File: src/rtl/top_k_min_heap_keeper_macros.svh
// Assertion macros shared by the top-k heap keeper RTL.
`ifndef TOP_K_MIN_HEAP_KEEPER_MACROS_SVH
`define TOP_K_MIN_HEAP_KEEPER_MACROS_SVH

`ifndef SYNTHESIS
// Same-cycle implication, sampled on clk, disabled while rst_n is low.
`define TKH_ASSERT_IMPL(lbl, ante, cons) \
  lbl: assert property (@(posedge clk) disable iff (!rst_n) (ante) |-> (cons)) \
    else $error("tkh assertion failed");
// Next-cycle implication, sampled on clk, disabled while rst_n is low.
`define TKH_ASSERT_NEXT(lbl, ante, cons) \
  lbl: assert property (@(posedge clk) disable iff (!rst_n) (ante) |=> (cons)) \
    else $error("tkh assertion failed");
`else
`define TKH_ASSERT_IMPL(lbl, ante, cons)
`define TKH_ASSERT_NEXT(lbl, ante, cons)
`endif

`endif

File: src/rtl/tkh_pkg.sv
// Package with types, constants and state codes of the top-k heap keeper.
package tkh_pkg;

  localparam int CAPACITY = 63;
  localparam int HEAP_AW  = (CAPACITY > 1) ? $clog2(CAPACITY) : 1;
  localparam int IDX_W    = HEAP_AW + 2;
  localparam int SIZE_W   = 6;
  localparam int WIDE_W   = (IDX_W > SIZE_W) ? IDX_W : SIZE_W;
  localparam int SCORE_W  = 32;
  localparam int POS_W    = 16;

  localparam logic [SIZE_W-1:0]         SIZE_RESET = 6'd63;
  localparam logic signed [SCORE_W-1:0] SCORE_MIN  = 32'sh8000_0000;

  typedef enum logic {
    KIND_OFFER = 1'b0,
    KIND_DRAIN = 1'b1
  } kind_t;

  typedef struct packed {
    kind_t                       kind;
    logic [POS_W-1:0]            pos_x;
    logic [POS_W-1:0]            pos_y;
    logic signed [SCORE_W-1:0]   score;
  } tkh_in_t;

  typedef struct packed {
    logic [POS_W-1:0]            out_x;
    logic [POS_W-1:0]            out_y;
    logic signed [SCORE_W-1:0]   out_score;
    logic                        out_valid;
    logic                        last;
  } tkh_out_t;

  // One heap slot as held in the memory
  typedef struct packed {
    logic signed [SCORE_W-1:0]   score;
    logic [POS_W-1:0]            x;
    logic [POS_W-1:0]            y;
    logic                        vld;
  } tkh_entry_t;

  localparam tkh_entry_t ENTRY_RESET = '{score: SCORE_MIN, x: '0, y: '0, vld: 1'b0};

  // Request from the sequencer to the heap memory
  typedef struct packed {
    logic                        we;
    logic [HEAP_AW-1:0]          waddr;
    tkh_entry_t                  wdata;
    logic                        re;
    logic [HEAP_AW-1:0]          raddr0;
    logic [HEAP_AW-1:0]          raddr1;
    logic                        clear;
  } tkh_mem_req_t;

  typedef enum logic [2:0] {
    ST_IDLE,
    ST_CMP_ROOT,
    ST_LEVEL,
    ST_CMP_CH,
    ST_CMP_NEW,
    ST_DR_LD
  } tkh_state_t;

endpackage

File: src/rtl/tkh_cmp.sv
// Shared signed score comparator used for every comparison of the sift.
module tkh_cmp
  import tkh_pkg::*;
(
  input  logic signed [SCORE_W-1:0] a,
  input  logic signed [SCORE_W-1:0] b,
  output logic                      a_gt_b
);

  // Compare two's complement scores
  assign a_gt_b = (a > b);

endmodule

File: config.mk
export PLATFORM = sky130hd
export DESIGN_NAME = tkh_cmp
export DESIGN_NICKNAME = d
export VERILOG_FILES = /design/src/rtl/top_k_min_heap_keeper_macros.svh /design/src/rtl/tkh_pkg.sv /design/src/rtl/tkh_cmp.sv
export SDC_FILE = /design/constraint.sdc
export NUM_CORES = 1
export LEC_CHECK = 0
export ABC_AREA = 0
export BUFFER_PORTS_ARGS = -buffer_cell sky130_fd_sc_hd__buf_2
export CAP_MARGIN = 40
export CORE_MARGIN = 2
export CORE_UTILIZATION = 26
export DETAILED_ROUTE_END_ITERATION = 16
export GPL_TIMING_DRIVEN = 0
export PLACE_DENSITY = 0.63
export RECOVER_POWER = 100
export SYNTH_ARGS = -nofsm -noshare
export SYNTH_HDL_FRONTEND = slang
export SYNTH_SLANG_ARGS = --single-unit
File: constraint.sdc
create_clock -name vclk -period 2
set_clock_uncertainty 0.05 [all_clocks]
set_input_delay 0.4 -clock vclk [all_inputs]
set_output_delay 0.4 -clock vclk [all_outputs]
set_load 0.02 [all_outputs]
# Word-level counts from Yosys, hierarchy flattened
# Index checks and enable logic that the tools add are counted.
classes:
  order_cmp: 1
ops:
  columns: ["operator", "count"]
  rows:
  - ["> comparator 32 bit", 1]
totals:
  regBits: 0
  input_bits: 64
  output_inout_bits: 1
  word_cells: 1

# Logic depth before layout (Yosys ltp)
# Gate-level depths: netlist (run 1).
logic_depth:
  ltp_word: 1
  depth_mapped: 8
  ltp_nobuf: 8

# Worst setup path after synthesis (run 1)
# Ideal clock, no wire load.
synth_path:
  path_kind: "input port to output port"
  startpoint: "in b[14]"
  endpoint: "out a_gt_b"
  arrival_ns: 2.024
  required_time_ns: 1.550
  setup_slack_ns: -0.474
  stages: 8
  n_path_buf: 0
  path_cell_list: "inv_1 ha_1 nand4_1 nor4_1 a21boi_1 o31ai_1 o2111ai_1 mux2i_1"
synth_via:
  elab_chain_cells: 1
synth_lines:
  columns: ["element", "line", "rtl"]
  rows:
  - ["start, declared", "tkh_cmp.sv:6", "input logic signed [SCORE_W-1:0] b,"]
  - ["> comparator 32 bit", "tkh_cmp.sv:11", "assign a_gt_b = (a > b);"]
  - ["end, declared", "tkh_cmp.sv:7", "output logic a_gt_b"]
# No other way between the ends.

# Worst setup path after layout (run 1)
layout_path:
  startpoint: "in b[10]"
  endpoint: "out a_gt_b"
# Same word-level chain as after synthesis.

==> run_results.csv, run 1 <==
group,metric,value,unit
power_and_ir_drop,p_leak,0.0007970,µW
sta,tns,-492.4,ps
sta,slew_violations,0,
worst_setup_path,required,1550,ps
global_routing,gr-total-overflow,0,
final_layout,drive_gt1_share,54.70,%
synthesis,synth_cell_types,19,
route,vias,1019,
placement,numPortBuffers,65,
route,drt_first_iter_violations,12,
placement,place_area,1364,µm²
sta,fmax,0.4012,GHz
final_layout,num-nets-final,279,
sta,final-setup-viol-count,1,
route,wl,2.137,mm
run_status,outcome,"complete, but fails checks",
worst_setup_path,endpoint_kind,"output port",
synthesis,synth_area,804.5,µm²
run,maxCapViolCount,0,
worst_setup_path,path_max_fanout,2,
floorplan,die_h,59.63,µm
final_layout,nClkBuffers,0,
route,ant_nets,0,
final_layout,area_growth,80.71,%
hold_path,worstHoldPathType,"input pin to output port",
route,wl_per_cell,9.986,µm
final_layout,fin_area,1454,µm²
power_and_ir_drop,powerDensity,188.2,nW/µm²
cts,cts_hold_buf,0,
sta,final_hold_viol_count,0,
final_layout,seq_area,0,µm²
route,drt_pass1_iterations,4,
route,routed_via_density,4.762,
floorplan,die_w,59.63,µm
floorplan,pin_count,65,
worst_setup_path,worstPathArrival,2040,ps
global_routing,grt_max_degree,5,
worst_setup_path,cp-start-kind,"input pin",
run_status,violations,"setup timing",
global_routing,antenna_found_initial,0,
worst_setup_path,worstSetupPathType,"input pin to output port",
sta,hold_slack,1262,ps
placement,place.gp.congestion,0.6741,
sta,slew_headroom,80.14,%
power_and_ir_drop,fin_total_pwr,273.6,µW
floorplan,core,3003,µm²
sta,fin_ws,-492.4,ps
synthesis,synth_nets,209,
floorplan,row_count,20,
global_routing,grt_pass1_wl,3.753,mm
sta,post-route-min-period,2492,ps
global_routing,grt_pass1_vias,986,
placement,dp_slack,-611.2,ps
sta,rsz0062_at_grt,"yes",
global_routing,grt_use_total,12.80,%
sta,finalCritPeriodShare,124.6,%
floorplan,die_area,3555,µm²
floorplan,start_util,26.79,%
final_layout,seq_cell_count,0,
sta,worst_slew_pin_slew,295.4,ps
synthesis,netlist_instances,113,
placement,dp_hpwl,2.051,mm
synthesis,ys_warn_count,0,
route,drc,0,
synthesis,syn-mean-instance-area,7.120,µm²
synthesis,ys_seq_area_share,0,%
power_and_ir_drop,peakVddDrop,0.07990,mV
final_layout,num_antenna_cells,0,
[metrics by stage]
step,utilization [%],cells
final,48.42,214
after global routing,48.42,214
after CTS,47.71,214
after detailed placement,45.42,211
after global placement,45.42,211
after floorplan,-,113
[critical path, cell delays in order]
cell	delay, ps
buf_8	100
inv_8	40
ha_4	180
nand4_1	130
buf_4	120
nor2_1	30
a221o_1	310
o31ai_2	210
o2111ai_2	150
mux2i_2	200
buf_4	170
[synth_stat cells (all sizes together)]
| master | instances | share of area, % |
|---|---|---|
| nand3 | 3 | 1.9 |
| inv | 32 | 15 |
| a211oi | 1 | 0.93 |
| ha | 32 | 50 |
| nor2b | 1 | 0.78 |
| o21ai | 4 | 2.5 |
| nor4 | 2 | 1.6 |
| a21o | 4 | 3.7 |
| mux2i | 1 | 1.2 |
| a21oi | 12 | 7.9 |
| o2111ai | 1 | 1.1 |
| o31ai | 1 | 0.93 |
| a221o | 1 | 1.2 |
| nor2 | 3 | 1.4 |
| nand2 | 6 | 2.8 |
| a21boi | 1 | 0.93 |
| o211ai | 1 | 0.93 |
| nand4 | 7 | 5.4 |
[path summary, 6_finish.rpt]
check	startpoint	end	slack (ps)	depth (start not counted)
max	b[10]	a_gt_b	-490	11
min	a[31]	a_gt_b	1260	4
[kinds of logic after synthesis]
kind of cell,count (synthesis),share of synthesized area (%)
fa+ha+maj,32,49.77
buf+inv,32,14.93
compound gates,26,20.22
simple gates,22,13.84
mux,1,1.244
[what timing repair did]
item | in CTS | in global routing
gates resized for setup | 10 | 4
pin swaps | 9 | 6
cloned | 0 | 0
setup endpoints to repair | 1 | 1
buffers inserted | 3 | 0
endpoints found under the hold margin | 0 | 0
[per-layer routing]
layer  share of wire (%)  up-vias  track usage (%)  routed length (µm)
met5                   0        -                0                   0
met1                  39      451            14.69                 843
met4                   0        0                0                   0
li1                    -      534                -                   -
met2                  54       34            26.84                1146
met3                 6.9        0           0.6550                 147
[layout by cell type (no fill, tap or decap), types with 2 or more instances in the layout]
master   Yosys  layout
a21o_1       4       4
a21oi_1     11       9
a21oi_2      1       3
buf_2        0      56
buf_4        0       4
buf_6        0       7
ha_1        32      21
ha_4         0      11
inv_1       32      21
inv_2        0       3
inv_4        0       6
nand2_1      6       6
nand3_1      3       3
nand4_1      7       7
nor2_1       3       3
nor4_2       0       2
o21ai_0      4       3
[report_power, final]
part           internal [µW]  switching [µW]
Clock                      0               0
Sequential                 0               0
Combinational            151             123
Total                    151             123
[area by class of cell]
class,instances,area (µm²)
Fill cell,306,1549
Inverter,32,147.6
Multi-Input combinational cell,81,860.8
Tap cell,33,41.29
Timing Repair Buffer,68,404.1
No activity file was read; power rests on OpenSTA's default activity.
==> inputs of run 2 (changes only) <==
- ABC_CLOCK_PERIOD_IN_PS: unset -> 3100
- PLACE_DENSITY: 0.63 -> 0.61
- clock period: 2 -> 3.1 ns (I/O delays scaled with it)
==> run_results.csv, run 2 (synthesized netlist as in run 1, its figures left out) <==
group,metric,value,unit
run_status,outcome,"finished clean",
placement,place_area,1171,µm²
power_and_ir_drop,p_leak,0.0007910,µW
sta,hold_slack,1678,ps
final_layout,num_antenna_cells,0,
sta,finalCritPeriodShare,95.26,%
final_layout,num-nets-final,279,
sta,final_hold_viol_count,0,
final_layout,area_growth,66.87,%
placement,dp_slack,-41.00,ps
final_layout,drive_gt1_share,49.17,%
floorplan,row_count,20,
floorplan,core,3003,µm²
route,drc,0,
floorplan,pin_count,65,
worst_setup_path,endpoint_kind,"output port",
sta,fmax,0.3386,GHz
route,drt_pass1_iterations,2,
floorplan,die_h,59.63,µm
worst_setup_path,cp-start-kind,"input pin",
sta,tns,0,ps
worst_setup_path,required,2430,ps
final_layout,n_fill_cell,331,
power_and_ir_drop,peakVddDrop,0.04750,mV
final_layout,final_common_cell,"buf_2",
final_layout,layout_common_cells,"buf_2 (64), inv_1 (28), ha_1 (24)",
sta,post-route-min-period,2953,ps
final_layout,seq_area,0,µm²
global_routing,grt_pass1_wl,3.146,mm
global_routing,grt_use_total,10.57,%
placement,place.gp.congestion,0.6966,
sta,final-setup-viol-count,0,
worst_setup_path,worstSetupPathType,"input pin to output port",
floorplan,die_w,59.63,µm
global_routing,grt_max_degree,5,
floorplan,die_area,3555,µm²
sta,worst_slew_pin_slew,295.4,ps
route,routed_via_density,4.570,
sta,slew_violations,0,
worst_setup_path,worstPathArrival,2280,ps
power_and_ir_drop,fin_total_pwr,161.6,µW
route,wl_per_cell,9.505,µm
route,vias,978,
final_layout,fin_area,1343,µm²
global_routing,grt_pass1_vias,885,
route,drt_first_iter_violations,4,
run,maxCapViolCount,0,
final_layout,nClkBuffers,0,
floorplan,start_util,26.79,%
sta,fin_ws,146.9,ps
sta,slew_headroom,80.14,%
worst_setup_path,endpoint,"a_gt_b",
worst_setup_path,critPathLaunch,"b[14]",
cts,cts_hold_buf,0,
worst_setup_path,path_max_fanout,3,
placement,dp_hpwl,1.777,mm
global_routing,gr-total-overflow,0,
route,ant_nets,0,
hold_path,worstHoldPathType,"input pin to output port",
route,wl,2.034,mm
placement,numPortBuffers,65,
global_routing,antenna_found_initial,0,
power_and_ir_drop,powerDensity,120.4,nW/µm²
final_layout,seq_cell_count,0,
[run 2: cell counts in the layout (fill, tap and decap cells not counted)]
Identical to the previous run, type by type.
[run 2: layer usage]
layer | track usage [%] | wire length (µm)
met4 | 0 | 0
met3 | 0.4367 | 172
met5 | 0 | 0
met1 | 12.99 | 861
met2 | 21.19 | 1000
[run 2: how the worst min path moves through the flow]
stage                     startpoint     end  slack [ps]  cells after the start
after floorplan                a[31]  a_gt_b        1510                      2
after global placement         a[31]  a_gt_b        1670                      4
after detailed placement       a[31]  a_gt_b        1680                      4
after CTS                      a[31]  a_gt_b        1690                      4
after global routing           a[31]  a_gt_b        1720                      4
final                          a[31]  a_gt_b        1680                      4
[run 2: power breakdown]
part           switching, µW  total, µW  internal [µW]  leakage [µW]
registers                  0          0              0             0
logic                   74.5        162           87.1      0.000791
clock network              0          0              0             0
total                   74.5        162           87.1      0.000791
[run 2: timing repair]
item,4_1_cts,5_1_grt
cloned,0,0
setup endpoints to repair,1,1
resized for setup,1,22
setup buffers,0,3
pin swaps,0,9
[run 2: critical path: stages]
cell	delay, ps
buf_2	100
inv_1	80
ha_4	210
a21oi_2	120
nand2_1	60
a221o_1	360
o31ai_2	240
o2111ai_2	150
mux2i_1	170
buf_4	160
[run 2: layout make-up]
class	count	area, µm²	area share, %
multi-input cells	81	830.8	61.88
repair buffers	68	350.3	26.10
well taps	33	41.29	3.075
inverters	32	120.1	8.947
[run 2: through the flow]
step | utilization [%] | cells
2_1_floorplan | - | 113
5_1_grt | 44.71 | 214
3_3_place_gp | 39.00 | 211
4_1_cts | 39.21 | 211
3_5_place_dp | 39.00 | 211
6_report | 44.71 | 214
==> inputs of run 3 (changes only) <==
- PLACE_DENSITY: 0.61 -> 0.65
==> run_results.csv, run 3 (synthesized netlist as in run 1, its figures left out) <==
group,metric,value,unit
run_status,outcome,"finished clean",
floorplan,row_count,20,
sta,worst_slew_pin_slew,280.4,ps
route,drc,0,
final_layout,seq_area,0,µm²
final_layout,nClkBuffers,0,
route,vias,952,
global_routing,grt_pass1_wl,3.153,mm
route,wl,1.841,mm
placement,dp_hpwl,1.720,mm
worst_setup_path,max_stage_delay,340,ps
final_layout,num_antenna_cells,0,
worst_setup_path,worstPathArrival,2310,ps
power_and_ir_drop,clkPwrFrac,0,%
cts,cts_hold_buf,0,
power_and_ir_drop,swShare,46.29,%
sta,slew_headroom,81.19,%
worst_setup_path,slowest_stage,"a221o_1",
power_and_ir_drop,internal_power,79.11,µW
hold_path,hold_depth,4,
worst_setup_path,path_max_fanout,3,
worst_setup_path,required,2430,ps
placement,numPortBuffers,65,
final_layout,layout_common_cells,"buf_2 (64), inv_1 (32), ha_1 (28)",
route,wl_per_cell,8.684,µm
sta,fin_ws,124.5,ps
final_layout,final_common_cell,"buf_2",
route,ant_nets,0,
final_layout,area_growth,57.54,%
sta,final_hold_viol_count,0,
floorplan,die_w,59.63,µm
power_and_ir_drop,combPwrFrac,100.0,%
global_routing,antenna_found_initial,0,
route,drt_pass1_iterations,3,
sta,slew_violations,0,
power_and_ir_drop,peakVddDrop,0.05212,mV
global_routing,grt_util_met3,0.8734,%
floorplan,pin_count,65,
sta,fmax,0.3361,GHz
sta,final-setup-viol-count,0,
power_and_ir_drop,seqPwrFrac,0,%
worst_setup_path,crit_chain,"buf_2 -> ha_1 -> nand4_1 -> nor2_1 -> a221o_1 -> o31ai_2 -> o2111ai_2 -> mux2i_1 -> buf_4",
placement,place.gp.congestion,0.6203,
run,maxCapViolCount,0,
sta,hold_slack,1688,ps
placement,dp_slack,-42.73,ps
global_routing,grt_use_total,10.61,%
placement,place_area,1171,µm²
final_layout,drive_gt1_share,42.46,%
route,drt_first_iter_violations,7,
floorplan,die_h,59.63,µm
hold_path,worstHoldPathType,"input pin to output port",
worst_setup_path,cp-start-kind,"input pin",
global_routing,grt.busiest_layer,"met2",
sta,finalCritPeriodShare,95.98,%
global_routing,grt_pass1_vias,875,
worst_setup_path,worstSetupPathType,"input pin to output port",
power_and_ir_drop,powerDensity,116.2,nW/µm²
global_routing,met1_usage,13.12,%
sta,rsz0062_at_grt,"no",
power_and_ir_drop,p_leak,0.0007902,µW
sta,post-route-min-period,2976,ps
final_layout,seq_cell_count,0,
global_routing,grt_use_met2,20.88,%
hold_path,holdPathEnd,"a_gt_b",
floorplan,die_area,3555,µm²
power_and_ir_drop,power.switching,68.18,µW
floorplan,core,3003,µm²
worst_setup_path,endpoint_kind,"output port",
route,routed_via_density,4.491,
final_layout,fin_area,1267,µm²
sta,tns,0,ps
global_routing,grt_max_degree,5,
hold_path,hold_start,"a[31]",
global_routing,gr-total-overflow,0,
final_layout,num-nets-final,277,
floorplan,start_util,26.79,%
==> run 3: cell count changes in the layout (fill, tap and decap cells not counted), sizes merged <==
cell / previous run / this run
buf: 68 / 66
==> run 3: critical path: cells and delay by family <==
family | cells | cell delay [ps]
buf+inv | 2 | 260
simple gates | 2 | 200
compound gates | 3 | 740
fa+ha+maj | 1 | 300
mux | 1 | 180
==> run 3: layout make-up <==
cell class / instances / area [µm²]
well taps: 33 / 41.29
inverters: 32 / 120.1
repair buffers: 66 / 335.3
multi-input cells: 81 / 770.7
fillers: 324 / 1735
==> run 3: power groups by stage <==
stage	registers (µW)	logic, µW	clock network, µW
floorplan	0	76.1	0
global placement	0	133	0
detailed placement	0	134	0
CTS	0	138	0
global route	0	175	0
finish	0	147	0
==> run 3: worst max-delay path by stage <==
stage / start / to / slack, ps / depth (start not counted)
2_1_floorplan: b[14] / a_gt_b / 190 / 8
3_3_place_gp: b[14] / a_gt_b / -20 / 10
3_5_place_dp: b[14] / a_gt_b / -40 / 10
4_1_cts: a[14] / a_gt_b / 7 / 9
5_1_grt: b[14] / a_gt_b / 2 / 10
6_report: a[13] / a_gt_b / 120 / 9
==> run 3: what timing repair did <==
item / 4_1_cts / 5_1_grt
pin swaps: 1 / 4
endpoints found under the setup margin: 1 / 1
gates resized for setup: 3 / 9
setup buffers: 0 / 1
==> run 3: stage by stage <==
step           instances  util, %  total power [µW]
2_1_floorplan        113        -             76.15
6_report             212    42.21             147.3
4_1_cts              211    39.46             137.5
5_1_grt              212    42.21             174.7
3_5_place_dp         211    39.00             134.1
3_3_place_gp         211    39.00             132.7
==> run 3: per-layer routing <==
layer	vias to the layer above	wire length [µm]	part of all wire, %
met1	385	811	44
met4	0	0	0
met3	0	145	7.9
met2	38	883	48
li1	529	-	-
met5	-	0	0
